$ cat src/rtl/dct_pkg.sv
// Shared types, codes and character helpers for the condition tokenizer.
`default_nettype none
package dct_pkg;

    localparam int PEND_DEPTH = 5;
    localparam int WORD_DEPTH = 6;

    localparam logic [4:0] K_END        = 5'd0;
    localparam logic [4:0] K_IF         = 5'd1;
    localparam logic [4:0] K_HAS        = 5'd2;
    localparam logic [4:0] K_NOT        = 5'd3;
    localparam logic [4:0] K_TRUE       = 5'd4;
    localparam logic [4:0] K_FALSE      = 5'd5;
    localparam logic [4:0] K_OR         = 5'd6;
    localparam logic [4:0] K_EQ         = 5'd7;
    localparam logic [4:0] K_NEQ        = 5'd8;
    localparam logic [4:0] K_IDENT      = 5'd9;
    localparam logic [4:0] K_NUMBER     = 5'd10;
    localparam logic [4:0] K_STRING     = 5'd11;
    localparam logic [4:0] K_DOT        = 5'd12;
    localparam logic [4:0] K_LBRACE     = 5'd13;
    localparam logic [4:0] K_RBRACE     = 5'd14;
    localparam logic [4:0] K_LINE       = 5'd15;
    localparam logic [4:0] K_BLOCKOPEN  = 5'd16;
    localparam logic [4:0] K_BLOCKCLOSE = 5'd17;
    localparam logic [4:0] K_PAYLOAD    = 5'd18;
    localparam logic [4:0] K_BYTE       = 5'd19;
    localparam logic [4:0] K_ERROR      = 5'd20;

    localparam logic [2:0] M_IDLE = 3'd0;
    localparam logic [2:0] M_WORD = 3'd1;
    localparam logic [2:0] M_NUM  = 3'd2;
    localparam logic [2:0] M_BANG = 3'd3;
    localparam logic [2:0] M_EQ   = 3'd4;
    localparam logic [2:0] M_STR  = 3'd5;

    localparam logic [2:0] R_LINE_PREFIX  = 3'd0;
    localparam logic [2:0] R_LINE_LEN     = 3'd1;
    localparam logic [2:0] R_OPEN_PREFIX  = 3'd2;
    localparam logic [2:0] R_OPEN_LEN     = 3'd3;
    localparam logic [2:0] R_CLOSE_MARKER = 3'd4;
    localparam logic [2:0] R_CLOSE_LEN    = 3'd5;

    localparam logic [7:0] CH_DOT    = 8'h2E;
    localparam logic [7:0] CH_LBRACE = 8'h7B;
    localparam logic [7:0] CH_RBRACE = 8'h7D;
    localparam logic [7:0] CH_BAR    = 8'h7C;
    localparam logic [7:0] CH_BANG   = 8'h21;
    localparam logic [7:0] CH_EQUAL  = 8'h3D;
    localparam logic [7:0] CH_QUOTE  = 8'h22;

    localparam logic [30:0] NUM_MAX = 31'h7FFFFFFF;

    typedef struct packed {
        logic [23:0] line_prefix;
        logic [1:0]  line_len;
        logic [23:0] open_prefix;
        logic [1:0]  open_len;
        logic [23:0] close_marker;
        logic [1:0]  close_len;
    } cfg_t;

    typedef struct packed {
        logic       is_end;
        logic [7:0] char_byte;
    } item_t;

    function automatic logic is_space(input logic [7:0] b);
        is_space = b inside {8'h20, [8'd9:8'd13]};
    endfunction

    function automatic logic is_alpha(input logic [7:0] b);
        is_alpha = b inside {[8'h61:8'h7A], [8'h41:8'h5A]};
    endfunction

    function automatic logic is_digit(input logic [7:0] b);
        is_digit = b inside {[8'h30:8'h39]};
    endfunction

    function automatic logic [4:0] word_kind(input logic [5:0][7:0] w, input logic [2:0] n);
        if (n == 3'd2 && w[0] == "i" && w[1] == "f")
            word_kind = K_IF;
        else if (n == 3'd3 && w[0] == "h" && w[1] == "a" && w[2] == "s")
            word_kind = K_HAS;
        else if (n == 3'd3 && w[0] == "n" && w[1] == "o" && w[2] == "t")
            word_kind = K_NOT;
        else if (n == 3'd4 && w[0] == "t" && w[1] == "r" && w[2] == "u" && w[3] == "e")
            word_kind = K_TRUE;
        else if (n == 3'd5 && w[0] == "f" && w[1] == "a" && w[2] == "l" && w[3] == "s"
                 && w[4] == "e")
            word_kind = K_FALSE;
        else
            word_kind = K_IDENT;
    endfunction

endpackage
`default_nettype wire

$ cat src/rtl/dct_front.sv
// Input stage: accepts text transactions, marks the end item and queues them.
`default_nettype none
module dct_front (
    input  logic              clk,
    input  logic              rst_n,
    input  logic              in_valid,
    output logic              in_stall,
    input  logic [7:0]        char_in,
    input  logic              end_of_input,
    output logic              q_valid,
    output dct_pkg::item_t    q_item,
    input  logic              q_pop
);
    import dct_pkg::*;

    item_t      q_reg [2];
    logic       wr_ptr_reg, wr_ptr_next;
    logic       rd_ptr_reg, rd_ptr_next;
    logic [1:0] count_reg, count_next;
    logic       push;
    item_t      new_item;

    assign in_stall = (count_reg == 2'd2);
    assign push     = in_valid && !in_stall;
    assign q_valid  = (count_reg != 2'd0);
    assign q_item   = q_reg[rd_ptr_reg];

    always_comb
    begin
        new_item.is_end    = end_of_input;
        new_item.char_byte = end_of_input ? 8'd0 : char_in;
        wr_ptr_next = push ? ~wr_ptr_reg : wr_ptr_reg;
        rd_ptr_next = q_pop ? ~rd_ptr_reg : rd_ptr_reg;
        count_next  = count_reg + {1'b0, push} - {1'b0, q_pop};
    end

    always_ff @(posedge clk or negedge rst_n)
    begin
        if (!rst_n)
        begin
            wr_ptr_reg <= 1'b0;
            rd_ptr_reg <= 1'b0;
            count_reg  <= 2'd0;
        end
        else
        begin
            wr_ptr_reg <= wr_ptr_next;
            rd_ptr_reg <= rd_ptr_next;
            count_reg  <= count_next;
        end
    end

    always_ff @(posedge clk)
    begin
        if (push)
            q_reg[wr_ptr_reg] <= new_item;
    end

endmodule
`default_nettype wire

$ cat src/rtl/dct_back.sv
// Lexer engine: steps queued bytes through the token rules and emits tokens.
`default_nettype none
module dct_back (
    input  logic              clk,
    input  logic              rst_n,
    input  dct_pkg::cfg_t     cfg,
    input  logic              q_valid,
    input  dct_pkg::item_t    q_item,
    output logic              q_pop,
    output logic              out_valid,
    input  logic              out_stall,
    output logic [4:0]        token_kind,
    output logic [7:0]        byte_value,
    output logic [30:0]       number_value,
    output logic              last_of_run
);
    import dct_pkg::*;

    logic [2:0]       mode_reg, mode_next;
    logic [7:0]       pend_reg [PEND_DEPTH];
    logic [7:0]       pend_next [PEND_DEPTH];
    logic [2:0]       pc_reg, pc_next;
    logic [2:0]       rq_reg, rq_next;
    logic [30:0]      acc_reg, acc_next;
    logic [5:0][7:0]  wp_reg, wp_next;
    logic [2:0]       wl_reg, wl_next;
    logic             err_reg, err_next;
    logic             drain_reg, drain_next;
    logic             res_reg, res_next;
    logic             fin_reg, fin_next;
    logic             busy_reg, busy_next;
    logic             hv_reg, hv_next;
    logic [4:0]       hk_reg, hk_next;
    logic [7:0]       hb_reg, hb_next;
    logic [30:0]      hn_reg, hn_next;
    logic             ov_reg, ov_next;
    logic [4:0]       ok_reg, ok_next;
    logic [7:0]       ob_reg, ob_next;
    logic [30:0]      on_reg, on_next;
    logic             ol_reg, ol_next;

    logic             out_free, go;
    logic             emit;
    logic [4:0]       ek;
    logic [7:0]       eb;
    logic [30:0]      en;
    logic [2:0]       sh;
    logic [7:0]       head;
    logic [34:0]      prod;
    logic [3:0]       si;

    logic [7:0]       mk [4][PEND_DEPTH];
    logic [2:0]       ml [4];
    logic [39:0]      lp_ext, op_ext, cm_ext;
    logic [2:0]       cmp_n;
    logic             match, decided;
    logic             res_wait;
    logic [2:0]       res_take;
    logic [4:0]       res_kind;

    assign out_valid    = ov_reg;
    assign token_kind   = ok_reg;
    assign byte_value   = ob_reg;
    assign number_value = on_reg;
    assign last_of_run  = ol_reg;

    assign head = pend_reg[pc_reg];
    assign prod = {1'b0, acc_reg, 3'b000} + {3'b000, acc_reg, 1'b0} + {31'd0, head[3:0]};

    // Marker table and the ordered match against the held lookahead bytes.
    always_comb
    begin
        lp_ext = {16'd0, cfg.line_prefix};
        op_ext = {16'd0, cfg.open_prefix};
        cm_ext = {16'd0, cfg.close_marker};
        ml[0] = {1'b0, cfg.line_len} + 3'd2;
        ml[1] = {1'b0, cfg.line_len} + 3'd1;
        ml[2] = {1'b0, cfg.open_len} + 3'd1;
        ml[3] = {1'b0, cfg.close_len};
        for (int j = 0; j < PEND_DEPTH; j++)
        begin
            mk[0][j] = (3'(j) < {1'b0, cfg.line_len}) ? lp_ext[8*j +: 8] : CH_BANG;
            mk[1][j] = mk[0][j];
            mk[2][j] = (3'(j) < {1'b0, cfg.open_len}) ? op_ext[8*j +: 8] : CH_BANG;
            mk[3][j] = cm_ext[8*j +: 8];
        end
        decided  = 1'b0;
        res_wait = 1'b0;
        res_take = 3'd0;
        res_kind = K_BYTE;
        for (int w = 0; w < 4; w++)
        begin
            cmp_n = (pc_reg < ml[w]) ? pc_reg : ml[w];
            match = 1'b1;
            for (int j = 0; j < PEND_DEPTH; j++)
            begin
                if (3'(j) < cmp_n && pend_reg[j] != mk[w][j])
                    match = 1'b0;
            end
            if (!decided && ml[w] != 3'd0 && match)
            begin
                if (pc_reg >= ml[w])
                begin
                    decided  = 1'b1;
                    res_take = ml[w];
                    case (w)
                        0:       res_kind = K_PAYLOAD;
                        1:       res_kind = K_LINE;
                        2:       res_kind = K_BLOCKOPEN;
                        default: res_kind = K_BLOCKCLOSE;
                    endcase
                end
                else if (!drain_reg)
                begin
                    decided  = 1'b1;
                    res_wait = 1'b1;
                end
            end
        end
    end

    always_comb
    begin
        mode_next  = mode_reg;
        pend_next  = pend_reg;
        pc_next    = pc_reg;
        rq_next    = rq_reg;
        acc_next   = acc_reg;
        wp_next    = wp_reg;
        wl_next    = wl_reg;
        err_next   = err_reg;
        drain_next = drain_reg;
        res_next   = res_reg;
        fin_next   = fin_reg;
        busy_next  = busy_reg;
        hv_next    = hv_reg;
        hk_next    = hk_reg;
        hb_next    = hb_reg;
        hn_next    = hn_reg;
        ov_next    = ov_reg;
        ok_next    = ok_reg;
        ob_next    = ob_reg;
        on_next    = on_reg;
        ol_next    = ol_reg;
        q_pop      = 1'b0;
        emit       = 1'b0;
        ek         = K_END;
        eb         = 8'd0;
        en         = 31'd0;
        sh         = 3'd0;
        si         = 4'd0;

        out_free = !ov_reg || !out_stall;
        go       = !hv_reg || out_free;
        if (ov_reg && !out_stall)
            ov_next = 1'b0;

        if (go)
        begin
            if (!busy_reg)
            begin
                if (q_valid)
                begin
                    q_pop     = 1'b1;
                    busy_next = 1'b1;
                    if (q_item.is_end)
                    begin
                        res_next   = 1'b1;
                        drain_next = 1'b1;
                        fin_next   = 1'b0;
                    end
                    else if (pc_reg < 3'(PEND_DEPTH))
                    begin
                        pend_next[pc_reg] = q_item.char_byte;
                        rq_next = 3'd1;
                    end
                end
            end
            else if (res_reg)
            begin
                res_next = 1'b0;
                if (pc_reg != 3'd0 && !err_reg && !res_wait)
                begin
                    emit = 1'b1;
                    if (res_take == 3'd0)
                    begin
                        ek = K_BYTE;
                        eb = pend_reg[0];
                        sh = 3'd1;
                    end
                    else
                    begin
                        ek = res_kind;
                        sh = res_take;
                    end
                    rq_next = rq_reg + pc_reg - sh;
                    pc_next = 3'd0;
                end
            end
            else if (rq_reg != 3'd0)
            begin
                if (err_reg)
                    rq_next = 3'd0;
                else
                begin
                    case (mode_reg)
                        M_WORD:
                        begin
                            if (is_alpha(head) || is_digit(head))
                            begin
                                if (wl_reg < 3'(WORD_DEPTH))
                                begin
                                    wp_next[wl_reg] = head;
                                    wl_next = wl_reg + 3'd1;
                                end
                                sh = 3'd1;
                                rq_next = rq_reg - 3'd1;
                            end
                            else
                            begin
                                emit = 1'b1;
                                ek = word_kind(wp_reg, wl_reg);
                                mode_next = M_IDLE;
                            end
                        end
                        M_NUM:
                        begin
                            if (is_digit(head))
                            begin
                                if (prod > {4'd0, NUM_MAX})
                                begin
                                    emit = 1'b1;
                                    ek = K_ERROR;
                                    err_next = 1'b1;
                                    mode_next = M_IDLE;
                                    pc_next = 3'd0;
                                    rq_next = 3'd0;
                                end
                                else
                                begin
                                    acc_next = prod[30:0];
                                    sh = 3'd1;
                                    rq_next = rq_reg - 3'd1;
                                end
                            end
                            else
                            begin
                                emit = 1'b1;
                                ek = K_NUMBER;
                                en = acc_reg;
                                mode_next = M_IDLE;
                            end
                        end
                        M_BANG, M_EQ:
                        begin
                            emit = 1'b1;
                            mode_next = M_IDLE;
                            if (head == CH_EQUAL)
                            begin
                                ek = (mode_reg == M_BANG) ? K_NEQ : K_EQ;
                                sh = 3'd1;
                                rq_next = rq_reg - 3'd1;
                            end
                            else
                            begin
                                ek = K_ERROR;
                                err_next = 1'b1;
                                pc_next = 3'd0;
                                rq_next = 3'd0;
                            end
                        end
                        M_STR:
                        begin
                            if (head == CH_QUOTE)
                            begin
                                emit = 1'b1;
                                ek = K_STRING;
                                mode_next = M_IDLE;
                            end
                            sh = 3'd1;
                            rq_next = rq_reg - 3'd1;
                        end
                        default:
                        begin
                            sh = 3'd1;
                            rq_next = rq_reg - 3'd1;
                            if (pc_reg != 3'd0)
                            begin
                                sh = 3'd0;
                                pc_next = pc_reg + 3'd1;
                                res_next = 1'b1;
                            end
                            else if (is_space(head))
                            begin
                            end
                            else if (is_alpha(head))
                            begin
                                mode_next = M_WORD;
                                wp_next[0] = head;
                                wl_next = 3'd1;
                            end
                            else if (is_digit(head))
                            begin
                                mode_next = M_NUM;
                                acc_next = {27'd0, head[3:0]};
                            end
                            else
                            begin
                                case (head)
                                    CH_DOT:
                                    begin
                                        emit = 1'b1;
                                        ek = K_DOT;
                                    end
                                    CH_LBRACE:
                                    begin
                                        emit = 1'b1;
                                        ek = K_LBRACE;
                                    end
                                    CH_RBRACE:
                                    begin
                                        emit = 1'b1;
                                        ek = K_RBRACE;
                                    end
                                    CH_BAR:
                                    begin
                                        emit = 1'b1;
                                        ek = K_OR;
                                    end
                                    CH_BANG:   mode_next = M_BANG;
                                    CH_EQUAL:  mode_next = M_EQ;
                                    CH_QUOTE:  mode_next = M_STR;
                                    default:
                                    begin
                                        sh = 3'd0;
                                        pc_next = pc_reg + 3'd1;
                                        res_next = 1'b1;
                                    end
                                endcase
                            end
                        end
                    endcase
                end
            end
            else if (drain_reg)
            begin
                if (!fin_reg)
                begin
                    fin_next = 1'b1;
                    if (!err_reg)
                    begin
                        if (mode_reg == M_WORD)
                        begin
                            emit = 1'b1;
                            ek = word_kind(wp_reg, wl_reg);
                        end
                        else if (mode_reg == M_NUM)
                        begin
                            emit = 1'b1;
                            ek = K_NUMBER;
                            en = acc_reg;
                        end
                        else if (mode_reg != M_IDLE)
                        begin
                            emit = 1'b1;
                            ek = K_ERROR;
                        end
                    end
                end
                else
                begin
                    emit = 1'b1;
                    ek = K_END;
                    mode_next  = M_IDLE;
                    pc_next    = 3'd0;
                    rq_next    = 3'd0;
                    acc_next   = 31'd0;
                    wl_next    = 3'd0;
                    err_next   = 1'b0;
                    drain_next = 1'b0;
                    fin_next   = 1'b0;
                end
            end
            else
            begin
                busy_next = 1'b0;
                if (hv_reg)
                begin
                    hv_next = 1'b0;
                    ov_next = 1'b1;
                    ok_next = hk_reg;
                    ob_next = hb_reg;
                    on_next = hn_reg;
                    ol_next = 1'b1;
                end
            end

            if (emit)
            begin
                if (hv_reg)
                begin
                    ov_next = 1'b1;
                    ok_next = hk_reg;
                    ob_next = hb_reg;
                    on_next = hn_reg;
                    ol_next = 1'b0;
                end
                hv_next = 1'b1;
                hk_next = ek;
                hb_next = eb;
                hn_next = en;
            end

            if (sh != 3'd0)
            begin
                for (int i = 0; i < PEND_DEPTH; i++)
                begin
                    si = 4'(i) + {1'b0, sh};
                    if (si < 4'(PEND_DEPTH))
                        pend_next[i] = pend_reg[si[2:0]];
                end
            end
        end
    end

    always_ff @(posedge clk or negedge rst_n)
    begin
        if (!rst_n)
        begin
            mode_reg  <= M_IDLE;
            pc_reg    <= 3'd0;
            rq_reg    <= 3'd0;
            acc_reg   <= 31'd0;
            wl_reg    <= 3'd0;
            err_reg   <= 1'b0;
            drain_reg <= 1'b0;
            res_reg   <= 1'b0;
            fin_reg   <= 1'b0;
            busy_reg  <= 1'b0;
            hv_reg    <= 1'b0;
            ov_reg    <= 1'b0;
        end
        else
        begin
            mode_reg  <= mode_next;
            pc_reg    <= pc_next;
            rq_reg    <= rq_next;
            acc_reg   <= acc_next;
            wl_reg    <= wl_next;
            err_reg   <= err_next;
            drain_reg <= drain_next;
            res_reg   <= res_next;
            fin_reg   <= fin_next;
            busy_reg  <= busy_next;
            hv_reg    <= hv_next;
            ov_reg    <= ov_next;
        end
    end

    always_ff @(posedge clk)
    begin
        pend_reg <= pend_next;
        wp_reg   <= wp_next;
        hk_reg   <= hk_next;
        hb_reg   <= hb_next;
        hn_reg   <= hn_next;
        ok_reg   <= ok_next;
        ob_reg   <= ob_next;
        on_reg   <= on_next;
        ol_reg   <= ol_next;
    end

endmodule
`default_nettype wire

$ cat src/rtl/dsl_condition_tokenizer.sv
// Top level of the condition tokenizer: configuration registers, front and back parts.
//
// Input channel: one transaction carries a text byte (char_in) or, with
// end_of_input high, the end mark. It is taken when in_valid is high and
// in_stall is low. A two-entry queue sits behind the input.
// Output channel: one transaction per token, taken when out_valid is high and
// out_stall is low. last_of_run marks the final token caused by one input item.
// Configuration: cfg_index selects a register, cfg_data carries its value;
// cfg_ready is always high. Write only while the block is idle.
// Flow: the lexer engine does one step per cycle unless its hold register and
// output register are full and the receiver stalls. A byte that ends a word or
// number is scanned again once its token is emitted, and held lookahead bytes
// are scanned again once the lookahead resolves. Each token is held until the
// next one is known, and then it moves to the output register.
// Reset clears the lexer state and loads the default comment markers.
// When the receiver stalls, the engine stops once its hold register and the
// output register are full, and the input queue then fills and stalls.
`default_nettype none
module dsl_condition_tokenizer (
    input  logic        clk,
    input  logic        rst_n,
    input  logic        in_valid,
    output logic        in_stall,
    input  logic [7:0]  char_in,
    input  logic        end_of_input,
    output logic        out_valid,
    input  logic        out_stall,
    output logic [4:0]  token_kind,
    output logic [7:0]  byte_value,
    output logic [30:0] number_value,
    output logic        last_of_run,
    input  logic        cfg_valid,
    output logic        cfg_ready,
    input  logic [2:0]  cfg_index,
    input  logic [23:0] cfg_data
);
    import dct_pkg::*;

    cfg_t  cfg_reg;
    logic  q_valid;
    item_t q_item;
    logic  q_pop;

    assign cfg_ready = 1'b1;

    always_ff @(posedge clk or negedge rst_n)
    begin
        if (!rst_n)
        begin
            cfg_reg.line_prefix  <= 24'd12079;
            cfg_reg.line_len     <= 2'd2;
            cfg_reg.open_prefix  <= 24'd10799;
            cfg_reg.open_len     <= 2'd2;
            cfg_reg.close_marker <= 24'd12074;
            cfg_reg.close_len    <= 2'd2;
        end
        else if (cfg_valid && cfg_ready)
        begin
            case (cfg_index)
                R_LINE_PREFIX:  cfg_reg.line_prefix  <= cfg_data;
                R_LINE_LEN:     cfg_reg.line_len     <= cfg_data[1:0];
                R_OPEN_PREFIX:  cfg_reg.open_prefix  <= cfg_data;
                R_OPEN_LEN:     cfg_reg.open_len     <= cfg_data[1:0];
                R_CLOSE_MARKER: cfg_reg.close_marker <= cfg_data;
                R_CLOSE_LEN:    cfg_reg.close_len    <= cfg_data[1:0];
                default:        ;
            endcase
        end
    end

    dct_front u_front (
        .clk          (clk),
        .rst_n        (rst_n),
        .in_valid     (in_valid),
        .in_stall     (in_stall),
        .char_in      (char_in),
        .end_of_input (end_of_input),
        .q_valid      (q_valid),
        .q_item       (q_item),
        .q_pop        (q_pop)
    );

    dct_back u_back (
        .clk          (clk),
        .rst_n        (rst_n),
        .cfg          (cfg_reg),
        .q_valid      (q_valid),
        .q_item       (q_item),
        .q_pop        (q_pop),
        .out_valid    (out_valid),
        .out_stall    (out_stall),
        .token_kind   (token_kind),
        .byte_value   (byte_value),
        .number_value (number_value),
        .last_of_run  (last_of_run)
    );

endmodule
`default_nettype wire

$ cat config.mk
export PLATFORM = sky130hd
export DESIGN_NAME = dsl_condition_tokenizer
export DESIGN_NICKNAME = d
export VERILOG_FILES = /design/src/rtl/dct_pkg.sv /design/src/rtl/dct_front.sv /design/src/rtl/dct_back.sv /design/src/rtl/dsl_condition_tokenizer.sv
export SDC_FILE = /design/constraint.sdc
export NUM_CORES = 1
export LEC_CHECK = 0
export ABC_AREA = 0
export BUFFER_PORTS_ARGS = -buffer_cell sky130_fd_sc_hd__buf_4
export CAP_MARGIN = 30
export CORE_ASPECT_RATIO = 0.9
export CORE_MARGIN = 2
export CORE_UTILIZATION = 45
export DETAILED_ROUTE_END_ITERATION = 10
export SYNTH_ARGS = -nofsm -noshare
export SYNTH_HDL_FRONTEND = slang
export SYNTH_SLANG_ARGS = --single-unit
$ cat constraint.sdc
create_clock -name clk -period 14.94 [get_ports clk]
set_input_delay 2.988 -clock clk [delete_from_list [all_inputs] [get_ports clk]]
set_output_delay 2.988 -clock clk [all_outputs]
set_load 0.01 [all_outputs]
==> flow_metrics.py, run 1 <==
metrics = {
    "detailed_routing": {
        "drc_errors": 0,
        "vias": 17100,
        "dr.first_iter.drc_count": 1798,
        "via_per_inst": 6.26,
        "wl_per_cell_microns": 22.6,
        "dr.pass1.iters": 6,
        "ant_nets": 0,
        "routed_wl_microns": 61800,
    },
    "sta": {
        "relSlewSlack_pct": 25.4,
        "rsz0062_at_grt": "false",
        "final.setup.tns_ns": 0,
        "timing.final.ws_setup_ns": 6.05,
        "finalClockSkew_ns": 0.0413,
        "setup_violations": 0,
        "worst_pin_slew_ns": 1.11,
        "layout_min_cycle_time_ns": 8.89,
        "fin_crit_sh_pct": 59.5,
        "hold_violations": 0,
        "finalMaxSlewViolations": 0,
        "max_freq_mhz": 113,
    },
    "final_layout": {
        "area_growth_pct": 11.5,
        "finalNonFillerCells": 2732,
        "seqCellArea_sq_mm": 0.00895,
        "multi_input_area_sq_mm": 0.0116,
        "largest_register_ffs": 78,
        "stdcell_area_sq_mm": 0.0239,
        "nFillCells": 4175,
        "nNetsFinal": 2237,
        "antenna_cells": 0,
        "layout-drive-gt1-share_pct": 20.0,
    },
    "run": {
        "cap_violations": 0,
    },
    "synth": {
        "yosysTopAreaCellShare_pct": 26.2,
        "synthFlopType": "edfxtp_1",
        "syn_avg_cell_area_sq_um": 10.4,
        "yosysTopAreaCell": "edfxtp_1",
        "ys_async_sr_fraction_pct": 41.4,
        "synth_nets": 2198,
        "ys_ff_latch": 319,
        "seq_area_frac_synth_pct": 41.8,
        "synth_cell_type_count": 112,
        "yosys_warnings": 0,
        "synth_area_sq_mm": 0.0214,
        "synth_edf_count": 187,
        "synth_cells": 2049,
        "synth.area.top_cells": "edfxtp_1, dfrtp_1, mux2_2, ha_1, dfstp_2",
    },
    "worst_setup_path": {
        "max_stage_delay_ns": 0.83,
        "startpoint": "u_back.pc_reg[0]",
        "cp.buffers_inverters": 4,
        "endpoint_kind": "register",
        "worst_path_dominant_cell_family": "compound AO/OA/AOI/OAI gates",
        "critical_path.slowest_cell": "o221a_2",
        "rrSetupSlack_ns": 6.05,
        "critical_path_class": "reg2reg",
        "worstPathMaxFanout": 43,
        "crit_top_cell": "ha_1",
        "worstPathRequired_ns": 15.26,
        "cp.arrival_ns": 9.21,
        "cp-start-kind": "register",
        "rr_startpoint": "u_back.pc_reg[0]",
    },
    "die": {
        "die_area_sq_mm": 0.0493,
        "start_util_pct": 45.7,
        "coreArea_sq_mm": 0.0468,
        "die_w_microns": 234,
        "rows": 75,
        "pin_count": 89,
        "die_h_microns": 211,
    },
    "grt": {
        "grt_usage_pct": 25.1,
        "grt_max_degree": 69,
        "busiest_layer": "met1",
        "grt_pass1_wl_microns": 96000,
        "grt_use_met3_pct": 5.59,
        "grt_overflow": 0,
        "antenna_found_initial": 0,
        "use_met2_pct": 35.2,
        "grt_pass1_vias": 16100,
        "use_met1_pct": 38.7,
    },
    "power": {
        "ir_drop_uv": 121,
        "p_leak_nw": 9.53,
        "p_per_area_mw_per_mm2": 230,
    },
    "place": {
        "placed_area_sq_mm": 0.0226,
        "port_buffers": 87,
        "gp_congestion": 0.934,
        "dp_hpwl_microns": 43600,
        "post-place-ws_ns": 6.15,
        "placed_cells": 2664,
    },
    "outcome": {
        "status": "finished, final reports clean",
    },
    "hold_path": {
        "hold_path_startpoint": "u_front.wr_ptr_reg",
        "hp-class": "reg2reg",
    },
    "clock_network": {
        "clkTransAtPathRegs_ns": 0.06,
        "tritoncts": "done",
        "cts.sinks": 319,
        "post_cts_resized": 0,
        "clk_root_buffer_cell": "clkbuf_16",
        "cts_setup_buffers": 0,
        "numCtsBuffers": 37,
        "clock_latency_ns": 0.58,
        "cts_max_level": 2,
        "clockBufferDepth": 3,
        "cts_hold_buf": 0,
    },
}
## synthesized netlist by cell type, types with 30 or more instances
| cell | number |
|---|---|
| dfrtp_1 | 103 |
| mux2i_1 | 47 |
| nor2_1 | 96 |
| nand2b_1 | 30 |
| mux2_2 | 121 |
| o21ai_0 | 103 |
| xnor2_1 | 36 |
| a21oi_1 | 89 |
| nor2b_1 | 35 |
| edfxtp_1 | 187 |
| o31ai_1 | 47 |
| nand2_1 | 168 |
| xor2_1 | 48 |
| and2_1 | 48 |
| ha_1 | 104 |
| inv_1 | 80 |
| nor3_1 | 35 |
| clkbuf_1 | 88 |
## final timing paths
path / to / cells after the start
max reg2reg: u_back.pend_reg[0] / 26
max in group asynchronous: cfg_reg[32] / 2
min in group asynchronous: cfg_reg[77] / 1
min reg2reg: u_front.wr_ptr_reg / 1
min: u_front.wr_ptr_reg / 1
max: u_back.pend_reg[0] / 26
## metrics by stage
step / hold slack, ns / utilization, % / power (mW)
final: 0.514 / 51.0 / 5.49
after CTS: 0.515 / 50.9 / 5.45
after floorplan: 0.461 / - / 3.59
after global routing: 0.540 / 51.0 / 5.82
after detailed placement: 0.505 / 48.3 / 4.48
after global placement: 0.477 / 48.2 / 4.42
## where the power goes
group | switching (mW) | total (mW) | internal, mW
combinational | 1.66 | 2.80 | 1.13
clock | 0.381 | 0.945 | 0.564
sequential | 0.386 | 1.75 | 1.37
## metal layers
layer,vias up,part of all wire [%]
met4,0,2.3
li1,7894,-
met1,8390,47
met3,111,8.9
met2,700,42
met5,-,0
## worst register-to-register path, cell delays in order (launching register included)
cell       delay, ns
dfrtp_1         0.77
nor2_1          0.23
and2_1          0.25
a221oi_2        0.63
inv_2           0.26
ha_1            0.36
ha_1            0.17
inv_1           0.06
fa_1            0.39
nand2b_1        0.18
a21oi_1         0.35
o21ai_0         0.22
a211oi_1        0.31
o21ai_0         0.15
mux2i_1         0.17
nor4_1          0.45
o221a_2         0.83
a211oi_2        0.16
nor2_4          0.69
inv_4           0.35
ha_1            0.32
ha_1            0.33
inv_1           0.13
a2111oi_0       0.07
a211o_1         0.44
a22o_1          0.23
a31o_2          0.21
## area by class of cell
class                   instances  area share, %
multi-input cells            1515           48.6
flip-flops and latches        319           37.5
clock buffers                  52           4.41
clock inverters                15          0.839
repair buffers                126           4.00
inverters                      89           1.43
well taps                     616           3.23
## cell families after synthesis
family          count (synthesis)  synth area share (%)
compound gates                537                  18.4
xor+xnor                       84                  3.44
fa+ha+maj                     108                  6.46
buf+inv                       215                  4.17
flops                         319                  41.8
mux                           188                  10.6
other cells                     1                0.0175
simple gates                  597                  15.1
## placed cells by master, fill, tap and decap left out, drive strengths merged, types with 53 or more instances in the layout
master / synthesis / final
buf: 38 / 125
nand2: 169 / 169
nor2: 100 / 100
a21oi: 92 / 92
inv: 88 / 88
o21ai: 106 / 106
edfxtp: 187 / 187
mux2: 123 / 123
ha: 104 / 104
clkbuf: 88 / 53
dfrtp: 103 / 103
Power figures use the tool's default switching activity.
==> run 2: changes to the inputs <==
==> constraint.sdc (replaced) <==
create_clock -name clk -period 8.2 [get_ports clk]
set_input_delay 1.64 -clock clk [delete_from_list [all_inputs] [get_ports clk]]
set_output_delay 1.64 -clock clk [all_outputs]
set_load 0.01 [all_outputs]
==> flow_metrics.py, run 2 (synthesis gave the netlist of run 1 again) <==
metrics = {
    "clock_network": {
        "clockBufferDepth": 3,
        "clkTransAtPathRegs_ns": 0.06,
        "tritoncts": "done",
        "clk_root_buffer_cell": "clkbuf_16",
        "cts_hold_buf": 0,
        "numCtsBuffers": 37,
        "clock_latency_ns": 0.57,
        "cts.sinks": 319,
        "cts_max_level": 2,
    },
    "place": {
        "dp_hpwl_microns": 44200,
        "port_buffers": 87,
        "placed_cells": 2668,
        "gp_congestion": 0.958,
    },
    "final_layout": {
        "antenna_cells": 0,
        "post-route-util_pct": 51.0,
        "final_cell_mix": "edfxtp_1, nand2_1, buf_4",
        "final_common_cell": "edfxtp_1",
        "area_growth_pct": 11.6,
        "largest_register_ffs": 78,
        "nNetsFinal": 2241,
        "finalNonFillerCells": 2737,
        "layout-drive-gt1-share_pct": 20.2,
    },
    "detailed_routing": {
        "dr.first_iter.drc_count": 1592,
        "maxUsedRoutingLayer": "met4",
        "via_per_inst": 6.30,
        "wl_met2_microns": 26500,
        "drc_errors": 0,
        "vias": 17200,
        "ant_nets": 0,
        "dr.pass1.iters": 6,
        "wl_per_cell_microns": 22.8,
        "wl_met3_microns": 4870,
        "met1_length_microns": 29600,
        "routed_wl_microns": 62400,
    },
    "sta": {
        "finalMaxSlewViolations": 0,
        "worst_pin_slew_ns": 1.12,
        "relSlewSlack_pct": 24.5,
        "finalClockSkew_ns": 0.0304,
        "max_freq_mhz": 132,
        "hold_violations": 0,
        "setup_violations": 0,
        "final.setup.tns_ns": 0,
        "rsz0062_at_grt": "false",
        "layout_min_cycle_time_ns": 7.56,
        "fin_crit_sh_pct": 92.2,
    },
    "worst_setup_path": {
        "startpoint": "u_back.pc_reg[0]",
        "path_cells": "mux4_2 > mux2i_4 > fa_1 > inv_1 > ha_1 > a21oi_1 > nand4b_1 > a211oi_1 > o311ai_1 > and4b_1 > o311ai_1 > nor4_2 > o221a_2 > a211oi_2 > nor2_4 > buf_4 > ha_1 > buf_4 > inv_1 > a2111oi_0 > a2111oi_0 > o32a_1",
        "cp.buffers_inverters": 4,
        "cp.depth": 22,
        "rr_startpoint": "u_back.pc_reg[0]",
        "rrSetupSlack_ns": 0.64,
        "worstPathRequired_ns": 8.52,
        "worstPathMaxFanout": 45,
        "r2r_cells": 22,
        "worst_path_dominant_cell_family": "compound AO/OA/AOI/OAI gates",
        "max_stage_delay_ns": 0.60,
        "critical_path_class": "reg2reg",
        "endpoint_kind": "register",
        "cp-start-kind": "register",
        "critical_path.slowest_cell": "dfrtp_2",
        "cp.arrival_ns": 7.88,
    },
    "die": {
        "pin_count": 89,
        "die_area_sq_mm": 0.0493,
        "coreArea_sq_mm": 0.0468,
        "die_h_microns": 211,
        "die_w_microns": 234,
        "rows": 75,
        "start_util_pct": 45.7,
    },
    "power": {
        "p_leak_nw": 9.51,
        "p_per_area_mw_per_mm2": 418,
        "ir_drop_uv": 209,
        "total_power_mw": 10.0,
    },
    "run": {
        "cap_violations": 0,
    },
    "grt": {
        "grt_overflow": 0,
        "grt_pass1_wl_microns": 98200,
        "antenna_found_initial": 0,
        "grt_pass1_vias": 16700,
        "grt_max_degree": 72,
        "grt_usage_pct": 25.6,
    },
    "outcome": {
        "status": "finished, final reports clean",
    },
    "hold_path": {
        "hold_path_startpoint": "u_back.out_valid",
        "hold_depth": 2,
        "hp-class": "reg2reg",
    },
}
## run 2: cell types whose count changed in the layout (fill, tap and decap cells not counted), moves of 2 or more
| cell | change |
|---|---|
| clkbuf_1 | +5 |
| clkinvlp_4 | +4 |
| buf_4 | +3 |
| clkbuf_8 | -3 |
| clkinv_2 | -3 |
| clkinv_4 | -3 |
| dfrtp_1 | -3 |
| dfrtp_2 | +3 |
| bufinv_16 | -2 |
| clkbuf_16 | +2 |
## run 2: layer usage
metal  track usage, %  up-vias
met5                0        -
met4             7.53        0
met3             4.47      107
met2             37.2      684
met1             38.8     8553
li1                 -     7899
## run 2: power breakdown
group / leakage (nW) / internal (mW) / switching [mW] / total (mW)
sequential: 3.46 / 2.49 / 0.726 / 3.22
combinational: 5.48 / 2.10 / 3.01 / 5.11
clock: 0.576 / 0.980 / 0.691 / 1.67
## run 2: cell type report
type | instances | area [sq um]
Clock inverter | 12 | 128
Multi-Input combinational cell | 1515 | 11600
Clock buffer | 56 | 1080
Fill cell | 4209 | 22900
Timing Repair Buffer | 130 | 1020
Inverter | 89 | 340
Tap cell | 616 | 771
Sequential cell | 319 | 8960
## run 2: worst min-delay path, delay by kind of cell, from the launching register on
family	cells	cell delay (ns)
DFF	1	0.36
and+or+nand+nor	2	0.11
## run 2: worst paths after layout
check | to
max in group asynchronous | u_back.pc_reg[2]
max reg2reg | u_back.pend_reg[9]
min in group asynchronous | cfg_reg[51]
min | u_back.out_valid
min reg2reg | u_back.out_valid
max | u_back.pend_reg[9]
## run 2: stage by stage
step	cell area [sq um]	hold WS (ns)	worst slack [ns]
floorplan	21400	0.461	1.75
global placement	22600	0.480	0.902
detailed placement	22700	0.488	0.492
CTS	23900	0.501	0.451
global route	23900	0.515	0.0239
finish	23900	0.490	0.641
## run 2: timing repair
action / CTS / global route
setup buffers: 0 / 0
resized for setup: 0 / 4
endpoints found under the setup margin: 0 / 6
